$ cat config.mk
export PLATFORM = sky130hd
export DESIGN_NAME = sgl_linearity_scan_core
export DESIGN_NICKNAME = d
export VERILOG_FILES = /design/src/sls_pkg.sv /design/src/sgl_linearity_scan_core.sv /design/src/sls_update.sv /design/src/sls_result_reg.sv
export SDC_FILE = /design/constraint.sdc
export NUM_CORES = 2
export LEC_CHECK = 0
export BUFFER_PORTS_ARGS = -buffer_cell sky130_fd_sc_hd__buf_2
export CAP_MARGIN = 25
export CORE_ASPECT_RATIO = 1.1
export CORE_MARGIN = 3
export CORE_UTILIZATION = 54
export CTS_BUF_LIST = sky130_fd_sc_hd__clkbuf_2 sky130_fd_sc_hd__clkbuf_4 sky130_fd_sc_hd__clkbuf_8
export DETAILED_ROUTE_END_ITERATION = 8
export PLACE_DENSITY_LB_ADDON = 0.05
export SYNTH_ARGS = -nofsm -noshare
export SYNTH_HDL_FRONTEND = slang
export SYNTH_HIERARCHICAL = 1
export SYNTH_SLANG_ARGS = --single-unit
$ cat constraint.sdc
create_clock -name clk -period 10.27 [get_ports clk]
set_input_delay 3.081 -clock clk [delete_from_list [all_inputs] [get_ports clk]]
set_output_delay 3.081 -clock clk [all_outputs]
set_load 0.02 [all_outputs]
$ cat src/sls_pkg.sv
package sls_pkg;

  localparam int unsigned AddrW  = 64;
  localparam int unsigned CountW = 32;
  localparam int unsigned SumW   = 64;

  typedef enum logic [1:0] {
    CLS_LINEAR  = 2'd0,
    CLS_MONO    = 2'd1,
    CLS_OVERLAP = 2'd2,
    CLS_NONMONO = 2'd3
  } cls_t;

  typedef struct packed {
    logic              at_first;
    logic              classify_done;
    logic              no_overlap_seen;
    logic [AddrW-1:0]  prev_start;
    logic [CountW-1:0] prev_count;
    logic [AddrW-1:0]  low_mark;
    logic [AddrW-1:0]  high_mark;
    logic [SumW-1:0]   running_sum;
    cls_t              cls;
  } scan_state_t;

  typedef struct packed {
    cls_t             linearity_class;
    logic [SumW-1:0]  total_blocks;
    logic [AddrW-1:0] lowest_block;
    logic [AddrW-1:0] end_block_plus_one;
    logic             sum_is_hard;
  } result_t;

  localparam scan_state_t ScanReset = '{
    at_first:        1'b1,
    classify_done:   1'b0,
    no_overlap_seen: 1'b1,
    prev_start:      '0,
    prev_count:      '0,
    low_mark:        '0,
    high_mark:       '0,
    running_sum:     '0,
    cls:             CLS_LINEAR
  };

  function automatic cls_t weaken(cls_t cur, cls_t cand);
    return (cand > cur) ? cand : cur;
  endfunction

endpackage

$ cat src/sgl_linearity_scan_core.sv
// channel | direction | handshake          | payload
// in_     | input     | in_valid/in_stall   | start_block, block_count, last_elem
// out_    | output    | out_valid/out_stall | class, total, lowest, end+1, sum_is_hard
//
// one element per cycle sustained while in_stall is low; a result for a list passes from
// the input register through the list update into the result register, where out_valid
// offers it until out_stall is low
// the list state updates in the same cycle the element leaves the input register
// rst_n is synchronous and returns the scan to the start of a new list
// out_stall holds only the final element of a list; other elements keep flowing
module sgl_linearity_scan_core (
  input  logic                        clk,
  input  logic                        rst_n,
  input  logic                        in_valid,
  output logic                        in_stall,
  input  logic [sls_pkg::AddrW-1:0]   in_start_block,
  input  logic [sls_pkg::CountW-1:0]  in_block_count,
  input  logic                        in_last_elem,
  output logic                        out_valid,
  input  logic                        out_stall,
  output logic [1:0]                  out_linearity_class,
  output logic [sls_pkg::SumW-1:0]    out_total_blocks,
  output logic [sls_pkg::AddrW-1:0]   out_lowest_block,
  output logic [sls_pkg::AddrW-1:0]   out_end_block_plus_one,
  output logic                        out_sum_is_hard
);

  logic                       s1_valid_r;
  logic [sls_pkg::AddrW-1:0]  s1_start_r;
  logic [sls_pkg::CountW-1:0] s1_count_r;
  logic                       s1_last_r;
  logic                       s1_go;
  logic                       res_load;
  logic                       can_load;
  sls_pkg::scan_state_t       st_r;
  sls_pkg::scan_state_t       st_nxt;
  sls_pkg::result_t           res;

  assign s1_go    = s1_valid_r && (!s1_last_r || can_load);
  assign res_load = s1_valid_r && s1_last_r;
  assign in_stall = s1_valid_r && !s1_go;

  // input register
  always_ff @(posedge clk) begin
    if (!rst_n) begin
      s1_valid_r <= 1'b0;
    end else if (!in_stall) begin
      s1_valid_r <= in_valid;
    end
  end

  always_ff @(posedge clk) begin
    if (in_valid && !in_stall) begin
      s1_start_r <= in_start_block;
      s1_count_r <= in_block_count;
      s1_last_r  <= in_last_elem;
    end
  end

  // list state
  always_ff @(posedge clk) begin
    if (!rst_n) begin
      st_r <= sls_pkg::ScanReset;
    end else if (s1_go) begin
      st_r <= s1_last_r ? sls_pkg::ScanReset : st_nxt;
    end
  end

  sls_update u_update (
    .st          (st_r),
    .start_block (s1_start_r),
    .block_count (s1_count_r),
    .st_nxt      (st_nxt),
    .res         (res)
  );

  sls_result_reg u_result (
    .clk                    (clk),
    .rst_n                  (rst_n),
    .load                   (res_load),
    .res                    (res),
    .can_load               (can_load),
    .out_valid              (out_valid),
    .out_stall              (out_stall),
    .out_linearity_class    (out_linearity_class),
    .out_total_blocks       (out_total_blocks),
    .out_lowest_block       (out_lowest_block),
    .out_end_block_plus_one (out_end_block_plus_one),
    .out_sum_is_hard        (out_sum_is_hard)
  );

  a_last_makes_result: assert property (@(posedge clk) disable iff (!rst_n)
    (s1_go && s1_last_r) |=> out_valid)
    else $error("last element did not produce a result");

  a_last_resets_state: assert property (@(posedge clk) disable iff (!rst_n)
    (s1_go && s1_last_r) |=> (st_r.at_first && !st_r.classify_done))
    else $error("scan state not cleared after last element");

  a_stall_only_when_full: assert property (@(posedge clk) disable iff (!rst_n)
    in_stall |-> (s1_valid_r && s1_last_r && out_valid))
    else $error("input stalled without a pending result");

  a_done_is_weak: assert property (@(posedge clk) disable iff (!rst_n)
    st_r.classify_done |->
      (st_r.cls == sls_pkg::CLS_OVERLAP || st_r.cls == sls_pkg::CLS_NONMONO))
    else $error("classification stopped with a strong class");

endmodule

$ cat src/sls_update.sv
module sls_update (
  input  sls_pkg::scan_state_t         st,
  input  logic [sls_pkg::AddrW-1:0]    start_block,
  input  logic [sls_pkg::CountW-1:0]   block_count,
  output sls_pkg::scan_state_t         st_nxt,
  output sls_pkg::result_t             res
);

  logic                       degen;
  logic [sls_pkg::AddrW-1:0]  elem_end;
  logic [sls_pkg::AddrW-1:0]  prev_end;
  logic [sls_pkg::AddrW-1:0]  high_upd;
  logic [sls_pkg::SumW-1:0]   sum_upd;
  logic                       same_start;
  logic                       below_prev;
  sls_pkg::cls_t              cls_fin;

  assign degen      = (block_count == '0);
  assign elem_end   = start_block + sls_pkg::AddrW'(block_count);
  assign prev_end   = st.prev_start + sls_pkg::AddrW'(st.prev_count);
  assign high_upd   = (elem_end > st.high_mark) ? elem_end : st.high_mark;
  assign sum_upd    = st.running_sum + sls_pkg::SumW'(block_count);
  assign same_start = (st.prev_start == start_block);
  assign below_prev = (st.prev_start > start_block);

  always_comb begin
    st_nxt = st;
    if (st.at_first) begin
      st_nxt.at_first    = 1'b0;
      st_nxt.low_mark    = start_block;
      st_nxt.running_sum = sls_pkg::SumW'(block_count);
      st_nxt.high_mark   = elem_end;
      st_nxt.prev_start  = start_block;
      st_nxt.prev_count  = block_count;
    end else if (!degen) begin
      st_nxt.running_sum = sum_upd;
      st_nxt.high_mark   = high_upd;
      st_nxt.prev_start  = start_block;
      if (!st.classify_done) begin
        if (prev_end != start_block) begin
          st_nxt.cls = sls_pkg::weaken(st.cls, sls_pkg::CLS_MONO);
        end
        if (same_start && (st.prev_count != '0)) begin
          st_nxt.cls           = sls_pkg::weaken(st_nxt.cls, sls_pkg::CLS_OVERLAP);
          st_nxt.classify_done = 1'b1;
        end else if (below_prev) begin
          st_nxt.low_mark      = start_block;
          st_nxt.cls           = sls_pkg::CLS_NONMONO;
          st_nxt.classify_done = 1'b1;
        end else begin
          if (prev_end > start_block) begin
            st_nxt.no_overlap_seen = 1'b0;
          end
          st_nxt.prev_count = block_count;
        end
      end else begin
        if (below_prev && (start_block < st.low_mark)) begin
          st_nxt.low_mark = start_block;
        end
      end
    end
  end

  always_comb begin
    cls_fin = st_nxt.cls;
    if (!st_nxt.classify_done && !st_nxt.no_overlap_seen) begin
      cls_fin = sls_pkg::weaken(st_nxt.cls, sls_pkg::CLS_OVERLAP);
    end
    res.linearity_class = cls_fin;
    res.total_blocks    = st_nxt.running_sum;
    res.lowest_block    = st_nxt.low_mark;
    if (degen && (start_block > st_nxt.high_mark)) begin
      res.end_block_plus_one = start_block;
    end else begin
      res.end_block_plus_one = st_nxt.high_mark;
    end
    res.sum_is_hard = !degen;
  end

endmodule

$ cat src/sls_result_reg.sv
module sls_result_reg (
  input  logic                        clk,
  input  logic                        rst_n,
  input  logic                        load,
  input  sls_pkg::result_t            res,
  output logic                        can_load,
  output logic                        out_valid,
  input  logic                        out_stall,
  output logic [1:0]                  out_linearity_class,
  output logic [sls_pkg::SumW-1:0]    out_total_blocks,
  output logic [sls_pkg::AddrW-1:0]   out_lowest_block,
  output logic [sls_pkg::AddrW-1:0]   out_end_block_plus_one,
  output logic                        out_sum_is_hard
);

  logic             valid_r;
  sls_pkg::result_t res_r;

  assign can_load = !valid_r || !out_stall;

  always_ff @(posedge clk) begin
    if (!rst_n) begin
      valid_r <= 1'b0;
    end else if (can_load) begin
      valid_r <= load;
    end
  end

  always_ff @(posedge clk) begin
    if (load && can_load) begin
      res_r <= res;
    end
  end

  assign out_valid              = valid_r;
  assign out_linearity_class    = res_r.linearity_class;
  assign out_total_blocks       = res_r.total_blocks;
  assign out_lowest_block       = res_r.lowest_block;
  assign out_end_block_plus_one = res_r.end_block_plus_one;
  assign out_sum_is_hard        = res_r.sum_is_hard;

endmodule

# ---- Yosys cells after proc, flatten, opt, wreduce, memory -nomap -nowiden
# Cells that the tools add are included.
dict set report totals {
  regBits 587
  inputBits 101
  out_inout_bits 197
  wordCells 89
}
dict set report classes {
  n_addsub 3
  magnitude_cmp 8
  eq_ne 6
  n_mux 30
  reduce_logical 23
}
# cell n
set op_table {}
lappend op_table {{64-bit two-way mux} 5}
lappend op_table {{293-bit two-way mux} 1}
lappend op_table {{292-bit two-way mux} 1}
lappend op_table {{288-bit two-way mux} 1}
lappend op_table {{64-bit > comparator} 4}
lappend op_table {{64-bit by 32-bit adder with 64-bit output} 3}
lappend op_table {{96-bit two-way mux} 1}
lappend op_table {{64-bit == test} 1}
lappend op_table {{64-bit < comparator} 1}
lappend op_table {{32-bit two-way mux} 2}
lappend op_table {{64-bit != test} 1}
lappend op_table {{32-bit zero test} 1}
lappend op_table {{32-bit nonzero test} 1}
lappend op_table {{2-bit two-way mux} 14}
lappend op_table {{1-bit logical AND} 9}
lappend op_table {{3-bit != test, second input constant} 3}
lappend op_table {{1-bit zero test} 8}
lappend op_table {{1-bit two-way mux} 5}
lappend op_table {{5-bit AND reduction} 1}
lappend op_table {{2-bit > comparator, first input constant} 2}
lappend op_table {{3-bit by 2-bit != test with 1-bit output, second input constant} 1}
lappend op_table {{1-bit by 2-bit > comparator with 1-bit output, first input constant} 1}
lappend op_table {{1-bit logical OR} 2}
lappend op_table {{2-bit AND reduction} 1}

# ---- Longest topological paths before layout
dict set report logic_depth {
  depth_word 15
  mapped_depth 36
  mapped_depth_nobuf 32
}

# ---- By module
# Netlist, hierarchy kept.
# mod instances cells_per_inst area_each_um2 seq_area_each_um2
set by_module_without_submodules {}
lappend by_module_without_submodules {sls_update 1 3009 20779.9 0.0}
lappend by_module_without_submodules {sgl_linearity_scan_core 1 1407 13497.9 8798.4}
lappend by_module_without_submodules {sls_result_reg 1 200 5896.9 5875.6}

# ---- Worst setup path after synthesis
# Ideal clock, no wire load.
dict set report synth_timing {
  path_kind {in2reg}
  startpoint {input out_stall}
  endpoint {register u_result.res_r (netlist bit u_result/out_end_block_plus_one[0]) (enable)}
  setup_ns 0.579
  t_arrival_ns 7.601
  required_ns 9.691
  path_slack_ns 2.090
  cell_stages 2
  path_cell_list {nand2_1 -> and2_1}
}
dict set report synth_via {
  elab_chain_cells 3
}
# item line
set synth_rtl {}
lappend synth_rtl {{start, declared} sgl_linearity_scan_core.sv:20} ;# input logic out_stall,
lappend synth_rtl {{1-bit zero test} sls_result_reg.sv:19} ;# assign can_load = !valid_r || !out_stall;
lappend synth_rtl {{1-bit logical OR} sls_result_reg.sv:19}
lappend synth_rtl {{1-bit logical AND} sls_result_reg.sv:30} ;# if (load && can_load) begin
lappend synth_rtl {{end signal, assigned} sls_result_reg.sv:31} ;# res_r <= res;
lappend synth_rtl {{end, declared} sls_result_reg.sv:17} ;# sls_pkg::result_t res_r;
# Every way passes these cells.
# A chain may end at the register's enable or synchronous reset.

==> results.toml <==
[flow_run]
drv_cap = 0

[drt]
vias = 34718
drt_iter0_markers = 2883
wl_met1_mm = 52.1
viasPerCell = 6.01
finalWirelength_mm = 128
firstDrtPassIters = 8
top_layer_used = "met4"
ant_nets = 0
remaining_drc_errors = 0
post_drt_wl_per_cell_um = 22.2
wl_met2_mm = 61.4
wl_met3_mm = 7.41

[synth]
yosysMostFrequentCell = "nand2_1"
ys.flop_type = "dfxtp_1"
postSynthAreaPerCell_um2 = 8.70
yosysSeqAreaShare_pct = 36.5
yosys.area_share.simple_pct = 16.9
synth-compound-area-share_pct = 18.1
synthDistinctLibCells = 87
synth_fa_ha_area_share_pct = 13.1
synthTopCellsByArea = "edfxtp_1 (22%), dfxtp_1 (15%), ha_1 (13%)"
yosys.area.top_type = "edfxtp_1"
syn_inst = 4616
ys_ff_latch = 587
syn_area_mm2 = 0.0402
synth_top_area_share_pct = 21.8
synth-xor-area-share_pct = 3.51
synth.net_count = 5135
synth_edf_count = 292
synthArstFlopShare_pct = 0
synth_warnings = 6
synthMuxAreaShare_pct = 3.96
synth_top_family_by_area = "compound AO/OA/AOI/OAI gates"
synth_top_cells_by_count = "nand2_1 (521), ha_1 (415), o21ai_0 (386)"

[placed_design]
port_buffers = 297
dp_hpwl_mm = 95.1
routabilityCongestion = 1.01
dp_slack_ns = 0.893

[critical_path]
path_buf_inv = 7
critPathLaunchType = "flop"
rr_worst_depth = 33
crit_required_ns = 10.73
reg2reg_setup_slack_ns = 0.66
cp_data_arrival_time_ns = 10.08
r2r-start = "s1_count_r[0]"
slowest_stage = "a21oi_4"
critical_path.max_fanout = 16
cpPeakStageDelay_ns = 0.66
critPathKind = "reg2reg"
end_kind = "flop"
path_common_cell = "buf_4"
worstReg2RegEnd = "u_result/out_end_block_plus_one[31]"
crit_start = "s1_count_r[0]"
path_delay_family = "compound AO/OA/AOI/OAI gates"

[clock_network]
cts-buffers-inserted = 103
cts_root_buf = "clkbuf_8"
cts.sinks = 587
cts_hold_buf = 0
cts_setup_buffers = 0
cts_resized = 0
clk_pin_slew_worst_paths_ns = 0.06
cts_tree = "built"
clock_latency_ns = 0.74
h-tree-depth = 3
cts_buffer_depth = 3

[power]
clkPwrFrac_pct = 39.8
p_per_area_mw_per_mm2 = 141
power.switching_uw = 1810
switching_share_pct = 29.2
leakagePower_uw = 0.0178
ir_drop_mv = 0.115
p_comb_share_pct = 17.5
internal-power_uw = 4390
pwr-share-seq_pct = 42.7

[global_route]
grt_pass1_wl_mm = 193
overflow = 0
grt_pass1_vias = 32443
antenna_found_initial = 4
grt_max_degree = 212
grt_use_total_pct = 32.2

[worst_hold_path]
min_path_type = "reg2reg"
hp-start = "st_r[192]"
worstHoldPathCells = 2
hold_end = "st_r[192]"

[cells_and_area]
area_delta_synth_final_pct = 9.71
drive_gt1_share_pct = 14.2
fin_nets = 5251

[sta]
slew_headroom_pct = 31.7
period_share_pct = 93.6
slew_viol_final = 0
finalCriticalPeriod_ns = 9.61
tns_ns = 0
rsz0062_at_grt = "false"
setup_ws_ns = 0.657
finalClockSkew_ns = 0.0493
fmaxAchievable_mhz = 104
tightest_slew_ns = 1.03
hold_viol = 0
setup_viol = 0

[floorplan]
rows = 104
die_y_um = 292
die_x_um = 266
core_area_mm2 = 0.0734
io_pins = 298
dieArea_mm2 = 0.0777
start_util_pct = 54.7

[status]
status = "completed"
[how the worst max path moves through the flow]
stage	to	slack, ns	cells after the start
detailed placement	u_result/out_end_block_plus_one[63]	0.89	32
CTS	u_result/out_end_block_plus_one[63]	0.84	32
global route	u_result/out_end_block_plus_one[63]	0.04	32
floorplan	u_result/out_end_block_plus_one[0]	2.09	2
finish	u_result/out_end_block_plus_one[31]	0.66	33
global placement	u_result/out_end_block_plus_one[63]	1.03	32
[cell families after synthesis]
logic type / count (synthesis)
compound gates: 1196
simple gates: 1432
mux: 149
other cells: 1
flops: 587
xor+xnor: 161
fa+ha+maj: 418
buf+inv: 672
[flip-flops by register name, indices dropped and copies added, names as in the netlist]
signal	count
u_result/out_linearity_class	2
s1_start_r	64
u_result/out_valid	1
s1_count_r	32
u_result/out_end_block_plus_one	64
u_result/out_sum_is_hard	1
st_r	293
s1_valid_r	1
u_result/out_total_blocks	64
s1_last_r	1
u_result/out_lowest_block	64
[layout make-up]
cell class / count / area [µm²]
well taps: 954 / 1190
flip-flops and latches: 587 / 14700
clock buffers: 156 / 1950
fillers: 6594 / 29300
inverters: 301 / 1130
clock inverters: 39 / 427
multi-input cells: 3357 / 22400
repair buffers: 382 / 2310
diodes: 2 / 5.00
[power groups by stage]
| stage | logic, µW | registers (µW) | clock network [µW] |
|---|---|---|---|
| floorplan | 748 | 2690 | 0 |
| global placement | 1060 | 2690 | 0 |
| detailed placement | 1060 | 2690 | 0 |
| CTS | 1070 | 2640 | 2520 |
| global route | 1200 | 2650 | 2630 |
| finish | 1090 | 2650 | 2460 |
[metal layers]
layer  track usage (%)  vias to the layer above
met1              40.0                    16352
met4              16.8                        0
met3              3.94                      278
met5                 0                        -
met2              54.8                     1238
li1                  -                    16850
[layout by cell type (no fill, tap or decap), drive strengths merged, types with 9 or more instances in the layout]
cell type,instances
nand2,521
o21ai,477
ha,415
buf,381
nand3,354
inv,301
dfxtp,295
edfxtp,292
a21oi,287
nor2,187
clkbuf,156
xnor2,127
a21o,125
nand4,121
mux2,79
mux2i,70
o21a,50
a211oi,47
nor3,46
and3,42
nor4,42
xor2,34
clkinv,26
nand2b,23
nor2b,23
o211ai,20
a31oi,19
or3,16
o22ai,15
and2,15
a2bb2oi,14
o21bai,14
a211o,11
a2111oi,11
o31ai,11
nor3b,10
o31a,9
a21boi,9
[worst min-delay path, delay by kind of cell (launching register included)]
family | cells | cell delay, ns
flip-flops | 1 | 0.31
AND/OR/NAND/NOR | 1 | 0.05
AO/OA/AOI/OAI | 1 | 0.05
[through the flow]
stage               utilization, %  hold WS, ns  instance area, µm²  cells  total power (µW)
global placement              56.6        0.436               41500   5575              3750
detailed placement            56.6        0.442               41600   5576              3760
finish                        60.1        0.451               44100   5778              6200
CTS                           59.9        0.450               43900   5771              6230
global route                  60.1        0.466               44100   5777              6490
floorplan                        -        0.428               40200   4616              3440
(Power assumes the default switching activity.)
